$ cat config.mk
export PLATFORM = sky130hd
export DESIGN_NAME = frame_luma_contrast_check
export DESIGN_NICKNAME = d
export VERILOG_FILES = /design/src/rtl/flcc_pkg.sv /design/src/rtl/flcc_verdict.sv /design/src/rtl/frame_luma_contrast_check.sv
export VERILOG_INCLUDE_DIRS = /design/src /design/src/rtl
export SDC_FILE = /design/constraint.sdc
export NUM_CORES = 2
export LEC_CHECK = 0
export ABC_CLOCK_PERIOD_IN_PS = 6770
export BUFFER_PORTS_ARGS = -buffer_cell sky130_fd_sc_hd__buf_2
export CORE_UTILIZATION = 54
export DETAILED_ROUTE_END_ITERATION = 7
export HOLD_SLACK_MARGIN = 0.12
export PLACE_DENSITY_LB_ADDON = 0.2
export SYNTH_ARGS = -nofsm -noshare
export SYNTH_HDL_FRONTEND = slang
export SYNTH_SLANG_ARGS = --single-unit
$ cat constraint.sdc
create_clock -name clk_i -period 6.77 [get_ports clk_i]
set_input_delay 1.6925 -clock clk_i [delete_from_list [all_inputs] [get_ports clk_i]]
set_output_delay 1.6925 -clock clk_i [all_outputs]
set_load 0.1 [all_outputs]
$ cat src/rtl/frame_luma_contrast_check_macros.svh
// Assertion macros for the frame luma contrast check
`ifndef FRAME_LUMA_CONTRAST_CHECK_MACROS_SVH
`define FRAME_LUMA_CONTRAST_CHECK_MACROS_SVH

`ifndef SYNTH
`define FLCC_ASSERT(lbl, prop) \
  lbl: assert property (@(posedge clk_i) disable iff (!rst_ni) (prop)) \
    else $error("flcc assertion failed");
`define FLCC_ASSERT_NEXT(lbl, ante, cons) \
  lbl: assert property (@(posedge clk_i) disable iff (!rst_ni) (ante) |=> (cons)) \
    else $error("flcc assertion failed");
`else
`define FLCC_ASSERT(lbl, prop)
`define FLCC_ASSERT_NEXT(lbl, ante, cons)
`endif

`endif

$ cat src/rtl/flcc_pkg.sv
`default_nettype none

package flcc_pkg;

  localparam int unsigned MAX_PIXELS = 1048576;

  localparam int unsigned LUMA_W   = 24;
  localparam int unsigned CNT_W    = $clog2(MAX_PIXELS + 1);
  localparam int unsigned SUM_W    = LUMA_W + $clog2(MAX_PIXELS);
  localparam int unsigned PROD_W   = LUMA_W + CNT_W;
  localparam int unsigned CMP_W    = PROD_W + 1;
  localparam int unsigned DARK_W   = 7;
  localparam int unsigned MARGIN_W = 8;
  localparam int unsigned CFG_W    = MARGIN_W;
  localparam int unsigned LIM_W    = MARGIN_W + CNT_W;
  localparam int unsigned FRAC_W   = 16;

  localparam logic [LUMA_W-1:0] W_RED   = LUMA_W'(19588);
  localparam logic [LUMA_W-1:0] W_GREEN = LUMA_W'(38470);
  localparam logic [LUMA_W-1:0] W_BLUE  = LUMA_W'(7471);

  localparam logic [MARGIN_W-1:0] FULL_SCALE = MARGIN_W'(255);

  localparam logic [DARK_W-1:0]   DARK_RESET   = DARK_W'(20);
  localparam logic [MARGIN_W-1:0] MARGIN_RESET = MARGIN_W'(25);

  localparam logic REG_DARK_LIMIT = 1'b0;
  localparam logic REG_MARGIN     = 1'b1;

  localparam logic [CNT_W-1:0] CNT_MAX = CNT_W'(MAX_PIXELS);

  typedef struct packed {
    logic [SUM_W-1:0]  sum;
    logic [LUMA_W-1:0] lmin;
    logic [LUMA_W-1:0] lmax;
    logic [CNT_W-1:0]  cnt;
  } snap_t;

  function automatic logic [LUMA_W-1:0] luma_of(input logic [7:0] r,
                                                input logic [7:0] g,
                                                input logic [7:0] b);
    luma_of = LUMA_W'(r) * W_RED + LUMA_W'(g) * W_GREEN + LUMA_W'(b) * W_BLUE;
  endfunction

endpackage

`default_nettype wire

$ cat src/rtl/flcc_verdict.sv
`default_nettype none

module flcc_verdict (
  input  wire logic                            clk_i,
  input  wire logic                            rst_ni,
  input  wire logic                            snap_valid_i,
  input  wire flcc_pkg::snap_t                 snap_i,
  output logic                                 snap_rdy_o,
  input  wire logic [flcc_pkg::DARK_W-1:0]     dark_limit_i,
  input  wire logic [flcc_pkg::MARGIN_W-1:0]   margin_i,
  output logic                                 out_valid_o,
  input  wire logic                            out_stall_i,
  output logic                                 image_valid_o,
  output logic                                 mean_too_extreme_o
);

  logic a_v_q, b_v_q, o_v_q;
  logic a_rdy, b_rdy, o_rdy;
  flcc_pkg::snap_t a_q;

  logic [flcc_pkg::PROD_W-1:0] b_pmin_q, b_pmax_q;
  logic [flcc_pkg::LIM_W-1:0]  b_lo_q, b_hi_q, b_mg_q;
  logic [flcc_pkg::SUM_W-1:0]  b_sum_q;
  logic                        b_sat_q;

  logic [flcc_pkg::MARGIN_W-1:0] hi_lim;
  logic [flcc_pkg::CMP_W-1:0]    sum_x, lo_x, hi_x, mg_x, pmin_x, pmax_x;
  logic                          win, min_ok, max_ok;

  logic o_img_q, o_ext_q;

  assign o_rdy      = ~o_v_q | ~out_stall_i;
  assign b_rdy      = ~b_v_q | o_rdy;
  assign a_rdy      = ~a_v_q | b_rdy;
  assign snap_rdy_o = a_rdy;

  assign hi_lim = flcc_pkg::FULL_SCALE - flcc_pkg::MARGIN_W'(dark_limit_i);

  always_ff @(posedge clk_i or negedge rst_ni) begin
    if (!rst_ni) begin
      a_v_q <= 1'b0;
      b_v_q <= 1'b0;
      o_v_q <= 1'b0;
    end else begin
      if (a_rdy) a_v_q <= snap_valid_i;
      if (b_rdy) b_v_q <= a_v_q;
      if (o_rdy) o_v_q <= b_v_q;
    end
  end

  // snapshot of the finished frame
  always_ff @(posedge clk_i) begin
    if (snap_valid_i && a_rdy) begin
      a_q <= snap_i;
    end
  end

  // products against the pixel count
  always_ff @(posedge clk_i) begin
    if (a_v_q && b_rdy) begin
      b_pmin_q <= flcc_pkg::PROD_W'(a_q.lmin) * flcc_pkg::PROD_W'(a_q.cnt);
      b_pmax_q <= flcc_pkg::PROD_W'(a_q.lmax) * flcc_pkg::PROD_W'(a_q.cnt);
      b_lo_q   <= flcc_pkg::LIM_W'(dark_limit_i) * flcc_pkg::LIM_W'(a_q.cnt);
      b_hi_q   <= flcc_pkg::LIM_W'(hi_lim) * flcc_pkg::LIM_W'(a_q.cnt);
      b_mg_q   <= flcc_pkg::LIM_W'(margin_i) * flcc_pkg::LIM_W'(a_q.cnt);
      b_sum_q  <= a_q.sum;
      b_sat_q  <= (a_q.cnt >= flcc_pkg::CNT_MAX);
    end
  end

  always_comb begin
    sum_x  = flcc_pkg::CMP_W'(b_sum_q);
    lo_x   = flcc_pkg::CMP_W'({b_lo_q, {flcc_pkg::FRAC_W{1'b0}}});
    hi_x   = flcc_pkg::CMP_W'({b_hi_q, {flcc_pkg::FRAC_W{1'b0}}});
    mg_x   = flcc_pkg::CMP_W'({b_mg_q, {flcc_pkg::FRAC_W{1'b0}}});
    pmin_x = flcc_pkg::CMP_W'(b_pmin_q);
    pmax_x = flcc_pkg::CMP_W'(b_pmax_q);
    win    = (sum_x > lo_x) && (sum_x < hi_x);
    min_ok = (pmin_x + mg_x) < sum_x;
    max_ok = pmax_x > (sum_x + mg_x);
  end

  always_ff @(posedge clk_i) begin
    if (b_v_q && o_rdy) begin
      o_img_q <= win & min_ok & max_ok & ~b_sat_q;
      o_ext_q <= ~win;
    end
  end

  assign out_valid_o        = o_v_q;
  assign image_valid_o      = o_img_q;
  assign mean_too_extreme_o = o_ext_q;

endmodule

`default_nettype wire

$ cat src/rtl/frame_luma_contrast_check.sv
// Channel  | Signals                                      | Direction
// ---------+----------------------------------------------+----------
// pixel    | in_valid_i, in_stall_o, red/green/blue/last  | in
// verdict  | out_valid_o, out_stall_i, image_valid/mean.. | out
// config   | cfg_we_i, cfg_idx_i, cfg_data_i              | in
//
// One pixel word per cycle while in_stall_o is low; a verdict word passes the
// input, luma, snapshot, product and result regs after its last pixel is taken.
// Reset clears the frame statistics and loads dark_limit 20 and margin 25.
// A stalled verdict backs up only the last-pixel path; ordinary pixels keep
// flowing until a further last pixel finds the verdict stages full.

`default_nettype none

`include "frame_luma_contrast_check_macros.svh"

module frame_luma_contrast_check (
  input  wire logic                           clk_i,
  input  wire logic                           rst_ni,
  input  wire logic                           cfg_we_i,
  input  wire logic                           cfg_idx_i,
  input  wire logic [flcc_pkg::CFG_W-1:0]     cfg_data_i,
  input  wire logic                           in_valid_i,
  output logic                                in_stall_o,
  input  wire logic [7:0]                     red_i,
  input  wire logic [7:0]                     green_i,
  input  wire logic [7:0]                     blue_i,
  input  wire logic                           last_pixel_i,
  output logic                                out_valid_o,
  input  wire logic                           out_stall_i,
  output logic                                image_valid_o,
  output logic                                mean_too_extreme_o
);

  logic [flcc_pkg::DARK_W-1:0]   dark_q;
  logic [flcc_pkg::MARGIN_W-1:0] margin_q;

  logic       s1_v_q, s1_last_q;
  logic [7:0] s1_red_q, s1_green_q, s1_blue_q;
  logic                        s2_v_q, s2_last_q;
  logic [flcc_pkg::LUMA_W-1:0] s2_luma_q;

  logic                        started_q;
  logic [flcc_pkg::LUMA_W-1:0] min_q, max_q, min_d, max_d;
  logic [flcc_pkg::SUM_W-1:0]  sum_q, sum_d;
  logic [flcc_pkg::CNT_W-1:0]  cnt_q, cnt_d;

  logic s1_rdy, s2_rdy, s2_go, snap_rdy, snap_valid;
  flcc_pkg::snap_t snap;

  always_ff @(posedge clk_i or negedge rst_ni) begin
    if (!rst_ni) begin
      dark_q   <= flcc_pkg::DARK_RESET;
      margin_q <= flcc_pkg::MARGIN_RESET;
    end else if (cfg_we_i) begin
      case (cfg_idx_i)
        flcc_pkg::REG_DARK_LIMIT: dark_q   <= cfg_data_i[flcc_pkg::DARK_W-1:0];
        flcc_pkg::REG_MARGIN:     margin_q <= cfg_data_i;
        default: ;
      endcase
    end
  end

  assign s2_go      = s2_v_q & (~s2_last_q | snap_rdy);
  assign s2_rdy     = ~s2_v_q | s2_go;
  assign s1_rdy     = ~s1_v_q | s2_rdy;
  assign in_stall_o = ~s1_rdy;

  always_ff @(posedge clk_i or negedge rst_ni) begin
    if (!rst_ni) begin
      s1_v_q <= 1'b0;
      s2_v_q <= 1'b0;
    end else begin
      if (s1_rdy) s1_v_q <= in_valid_i;
      if (s2_rdy) s2_v_q <= s1_v_q;
    end
  end

  always_ff @(posedge clk_i) begin
    if (in_valid_i && s1_rdy) begin
      s1_red_q   <= red_i;
      s1_green_q <= green_i;
      s1_blue_q  <= blue_i;
      s1_last_q  <= last_pixel_i;
    end
    if (s1_v_q && s2_rdy) begin
      s2_luma_q <= flcc_pkg::luma_of(s1_red_q, s1_green_q, s1_blue_q);
      s2_last_q <= s1_last_q;
    end
  end

  // fold the pixel into the frame statistics
  always_comb begin
    if (!started_q) begin
      min_d = s2_luma_q;
      max_d = s2_luma_q;
    end else begin
      min_d = (s2_luma_q < min_q) ? s2_luma_q : min_q;
      max_d = (s2_luma_q > max_q) ? s2_luma_q : max_q;
    end
    if (cnt_q < flcc_pkg::CNT_MAX) begin
      sum_d = sum_q + flcc_pkg::SUM_W'(s2_luma_q);
      cnt_d = cnt_q + flcc_pkg::CNT_W'(1);
    end else begin
      sum_d = sum_q;
      cnt_d = cnt_q;
    end
  end

  assign snap_valid = s2_go & s2_last_q;
  assign snap.sum   = sum_d;
  assign snap.lmin  = min_d;
  assign snap.lmax  = max_d;
  assign snap.cnt   = cnt_d;

  always_ff @(posedge clk_i or negedge rst_ni) begin
    if (!rst_ni) begin
      started_q <= 1'b0;
      min_q     <= '0;
      max_q     <= '0;
      sum_q     <= '0;
      cnt_q     <= '0;
    end else if (s2_go) begin
      if (s2_last_q) begin
        started_q <= 1'b0;
        min_q     <= '0;
        max_q     <= '0;
        sum_q     <= '0;
        cnt_q     <= '0;
      end else begin
        started_q <= 1'b1;
        min_q     <= min_d;
        max_q     <= max_d;
        sum_q     <= sum_d;
        cnt_q     <= cnt_d;
      end
    end
  end

  flcc_verdict u_verdict (
    .clk_i              (clk_i),
    .rst_ni             (rst_ni),
    .snap_valid_i       (snap_valid),
    .snap_i             (snap),
    .snap_rdy_o         (snap_rdy),
    .dark_limit_i       (dark_q),
    .margin_i           (margin_q),
    .out_valid_o        (out_valid_o),
    .out_stall_i        (out_stall_i),
    .image_valid_o      (image_valid_o),
    .mean_too_extreme_o (mean_too_extreme_o)
  );

  `FLCC_ASSERT(a_cnt_bound, cnt_q <= flcc_pkg::CNT_MAX)
  `FLCC_ASSERT(a_started_cnt, started_q == (cnt_q != '0))
  `FLCC_ASSERT(a_stall_full, !in_stall_o || (s1_v_q && s2_v_q && s2_last_q))
  `FLCC_ASSERT_NEXT(a_clear_after_last, s2_go && s2_last_q, !started_q && cnt_q == '0)

endmodule

`default_nettype wire
==> impl_metrics.ini <==
[grt]
grt_pass1_wl_um = 353000
grt_max_degree = 116
grt_pass1_vias = 62483
grtUsageTotal_pct = 30.7
overflow = 0
antenna_found_initial = 14

[finish]
layout-drive-gt1-share_pct = 11.5
multi_input_comb_area_um2 = 59200
regArea_um2 = 15000
nFillCells = 12377
nets = 10769
area_growth_pct = 12.0

[drt]
drt_iter0_drc = 4360
vias = 59448
drc = 3
first_pass_iters = 8
drt_wl_total_um = 227000
post_drt_via_cell_ratio = 5.63
post_drt_wl_per_cell_um = 21.5
ant_nets = 0

[clock_network]
cts-root-buf = clkbuf_16
cts.clk_slew.worst_paths_ns = 0.07
cts_sinks = 520
holdBufCountCts = 0
clk_latency_ns = 0.70
cts_inserted_buffers = 67
htreeDepth = 3
cts_tree = yes
clockBufferDepth = 3

[placed_design]
place_hpwl_um = 182000
port_buffers = 42
gp_congestion = 1.02

[setup_path]
crit_buf_inv = 8
cp_common_cell = fa_1
slowest_delay_ns = 0.59
crit_arrival_ns = 7.49
slowest_stage = fa_1
worstPathRequired_ns = 7.21
worst-path-max-fanout = 6
critPathCaptureType = flop
critPathLaunchType = flop
worst_path_dominant_cell_family = adder cells
critPathKind = reg2reg

[floorplanning]
start_util_pct = 54.7
core_area_um2 = 146000
row_count = 140
ioPinCount = 43
die_w_um = 387
dieArea_um2 = 150000
dieHeight_um = 387

[sta]
hold_viol_final = 0
final_max_slew_viol_count = 0
timing.fmax_ghz = 0.142
rsz0062_at_grt = yes
maxSlewHeadroom_pct = 17.5
worst_slew_pin_slew_ns = 1.23
min_period_ns = 7.05
fin_crit_sh_pct = 104
finalClockSkew_ns = 0.0405
finalSetupViolCount = 20
fin_ws_ns = -0.276
fin_setup_tns_ns = -3.05

[outcome]
status = finished, violations left
violations = DRC, setup timing

[run]
cap_violations = 0

[synth]
yosys-top-cells-area = fa_1 31%, edfxtp_1 14%, ha_1 14%
yosysSeqAreaShare_pct = 18.7
async_flop_share_pct = 25.8
yosys.area.top_type = fa_1
ys_types = 91
synth_area_per_cell_um2 = 9.65
ys_seq_elements = 520
synth_top_area_share_pct = 31.2
syn-cell-area_um2 = 80100
netlist_instances = 8294
yosysWarnings = 0
synth-edff-count = 386
synth_flop_cell = edfxtp_1
syn_nets = 10473

[min_path]
hold_class = reg2reg
-- worst reg2reg max path: stages (launching register included) --
cell and delay (ns):
edfxtp_1 0.43, buf_6 0.16, buf_6 0.12, nand2_2 0.06
fa_1 0.51, inv_1 0.06, fa_1 0.58, fa_1 0.46
fa_1 0.55, fa_1 0.52, fa_1 0.59, inv_1 0.08
fa_1 0.48, inv_1 0.07, ha_4 0.17, buf_4 0.14
a21oi_4 0.19, o21ai_4 0.09, nor2_2 0.14, nand3b_1 0.15
a211oi_4 0.34, o31ai_4 0.10, a221oi_2 0.29, buf_4 0.20
o21bai_1 0.08, xor2_1 0.15, buf_4 0.14
-- stage by stage --
step / std cells / utilization (%) / hold WS [ns] / setup WS, ns / cell area (um^2)
CTS: 10528 / 60.7 / 0.411 / -0.296 / 88800
floorplan: 8294 / - / 0.400 / -0.138 / 80300
finish: 10564 / 61.2 / 0.409 / -0.276 / 89700
global placement: 10367 / 58.3 / 0.402 / -0.449 / 85300
global route: 10563 / 61.2 / 0.417 / -0.526 / 89700
detailed placement: 10367 / 58.3 / 0.405 / -0.498 / 85300
-- registers in the layout, indices dropped and copies added (netlist names), 7 cells and up --
register	flops
u_verdict.a_q	113
u_verdict.b_pmax_q	45
u_verdict.b_pmin_q	45
sum_q	44
u_verdict.b_sum_q	44
u_verdict.b_hi_q	29
u_verdict.b_mg_q	29
u_verdict.b_lo_q	28
max_q	24
min_q	24
s2_luma_q	24
cnt_q	21
margin_q	8
s1_blue_q	8
s1_green_q	8
s1_red_q	8
dark_q	7
-- cells by family (layout without fill, tap and decap cells) --
family          after synthesis  in the layout  synth area share, %
flops                       520            520                 18.7
compound gates             1009           1009                 8.30
other cells                   0              3                    0
mux                          75             75                 1.04
xor+xnor                    293            293                 3.21
fa+ha+maj                  2140           2140                 45.2
buf+inv                    1903           2253                 8.93
simple gates               2354           2354                 14.7
-- layout by cell type (no fill, tap or decap), types with 14 or more instances in the layout --
cell type / Yosys / layout
o21ai_2: 1 / 15
and2_1: 665 / 648
nor3_1: 56 / 52
buf_6: 0 / 60
a21o_1: 169 / 169
xor2_1: 98 / 97
o211ai_1: 44 / 44
o21ai_0: 157 / 144
a21oi_2: 1 / 23
buf_2: 7 / 42
a22o_1: 38 / 38
fa_1: 1249 / 1232
and3_1: 30 / 28
clkbuf_16: 0 / 71
a21oi_1: 260 / 232
ha_4: 0 / 26
edfxtp_1: 386 / 386
or3_1: 15 / 14
fa_2: 0 / 17
nand2_1: 951 / 939
nand3_1: 100 / 98
nand4_1: 62 / 62
o21ai_1: 59 / 55
nor2_1: 185 / 173
o21a_1: 55 / 54
a31oi_1: 21 / 20
xnor2_1: 195 / 188
nand2b_1: 73 / 72
o21bai_1: 40 / 40
inv_2: 2 / 18
mux2_2: 65 / 65
dfrtp_1: 129 / 129
nor2b_1: 155 / 153
inv_1: 1546 / 1530
and2_4: 0 / 17
buf_4: 0 / 430
nor4_1: 16 / 14
buf_12: 0 / 36
a211oi_1: 36 / 30
ha_1: 891 / 863
-- area by class of cell --
type / count / share of cell area (%)
diodes: 3 / 0.00837
clock buffers: 78 / 1.97
clock inverters: 45 / 0.569
inverters: 1548 / 6.48
multi-input cells: 5871 / 66.0
flip-flops and latches: 520 / 16.7
well taps: 1917 / 2.67
repair buffers: 582 / 5.66
-- synthesized netlist by cell type (8+ instances only) --
cell type	number
a2111oi_0	8
a211oi_1	36
a21boi_0	8
a21o_1	169
a21oi_1	260
a22o_1	38
a31oi_1	21
and2_1	665
and3_1	30
clkbuf_1	341
dfrtp_1	129
edfxtp_1	386
fa_1	1249
ha_1	891
inv_1	1546
mux2_2	65
mux2i_1	10
nand2_1	951
nand2b_1	73
nand3_1	100
nand4_1	62
nor2_1	185
nor2b_1	155
nor3_1	56
nor3b_1	8
nor4_1	16
o211ai_1	44
o21a_1	55
o21ai_0	157
o21ai_1	59
o21bai_1	40
o31ai_1	12
o41ai_1	12
or2_2	11
or3_1	15
xnor2_1	195
xor2_1	98
-- path summary, 6_finish.rpt --
check,start,end,slack (ns),cells past startpoint
max,u_verdict.a_q[28],u_verdict.b_pmax_q[41],-0.28,26
min in group asynchronous,rst_ni,min_q[13],0.91,1
min,u_verdict.a_q[103],u_verdict.b_sum_q[34],0.41,0
min reg2reg,u_verdict.a_q[103],u_verdict.b_sum_q[34],0.41,0
max in group asynchronous,rst_ni,cnt_q[4],4.72,2
max reg2reg,u_verdict.a_q[28],u_verdict.b_pmax_q[41],-0.28,26
-- what timing repair did --
item | CTS | global route
gates cloned | 2 | 2
gates resized for setup | 172 | 147
pin swaps | 89 | 119
setup buffers | 38 | 46
setup endpoints to repair | 29 | 40
-- metal layers --
metal | share of wire (%) | vias to the layer above | track usage [%] | wire length [um]
li1 | - | 26921 | - | -
met1 | 40 | 30196 | 39.1 | 90000
met2 | 49 | 1889 | 51.9 | 110000
met3 | 6.0 | 440 | 3.25 | 13500
met4 | 5.6 | 2 | 15.4 | 12600
met5 | 0.0044 | - | 0 | 10
Power is not shown: default switching activity piles up to over one toggle a cycle in this logic, so the estimate is an artifact.
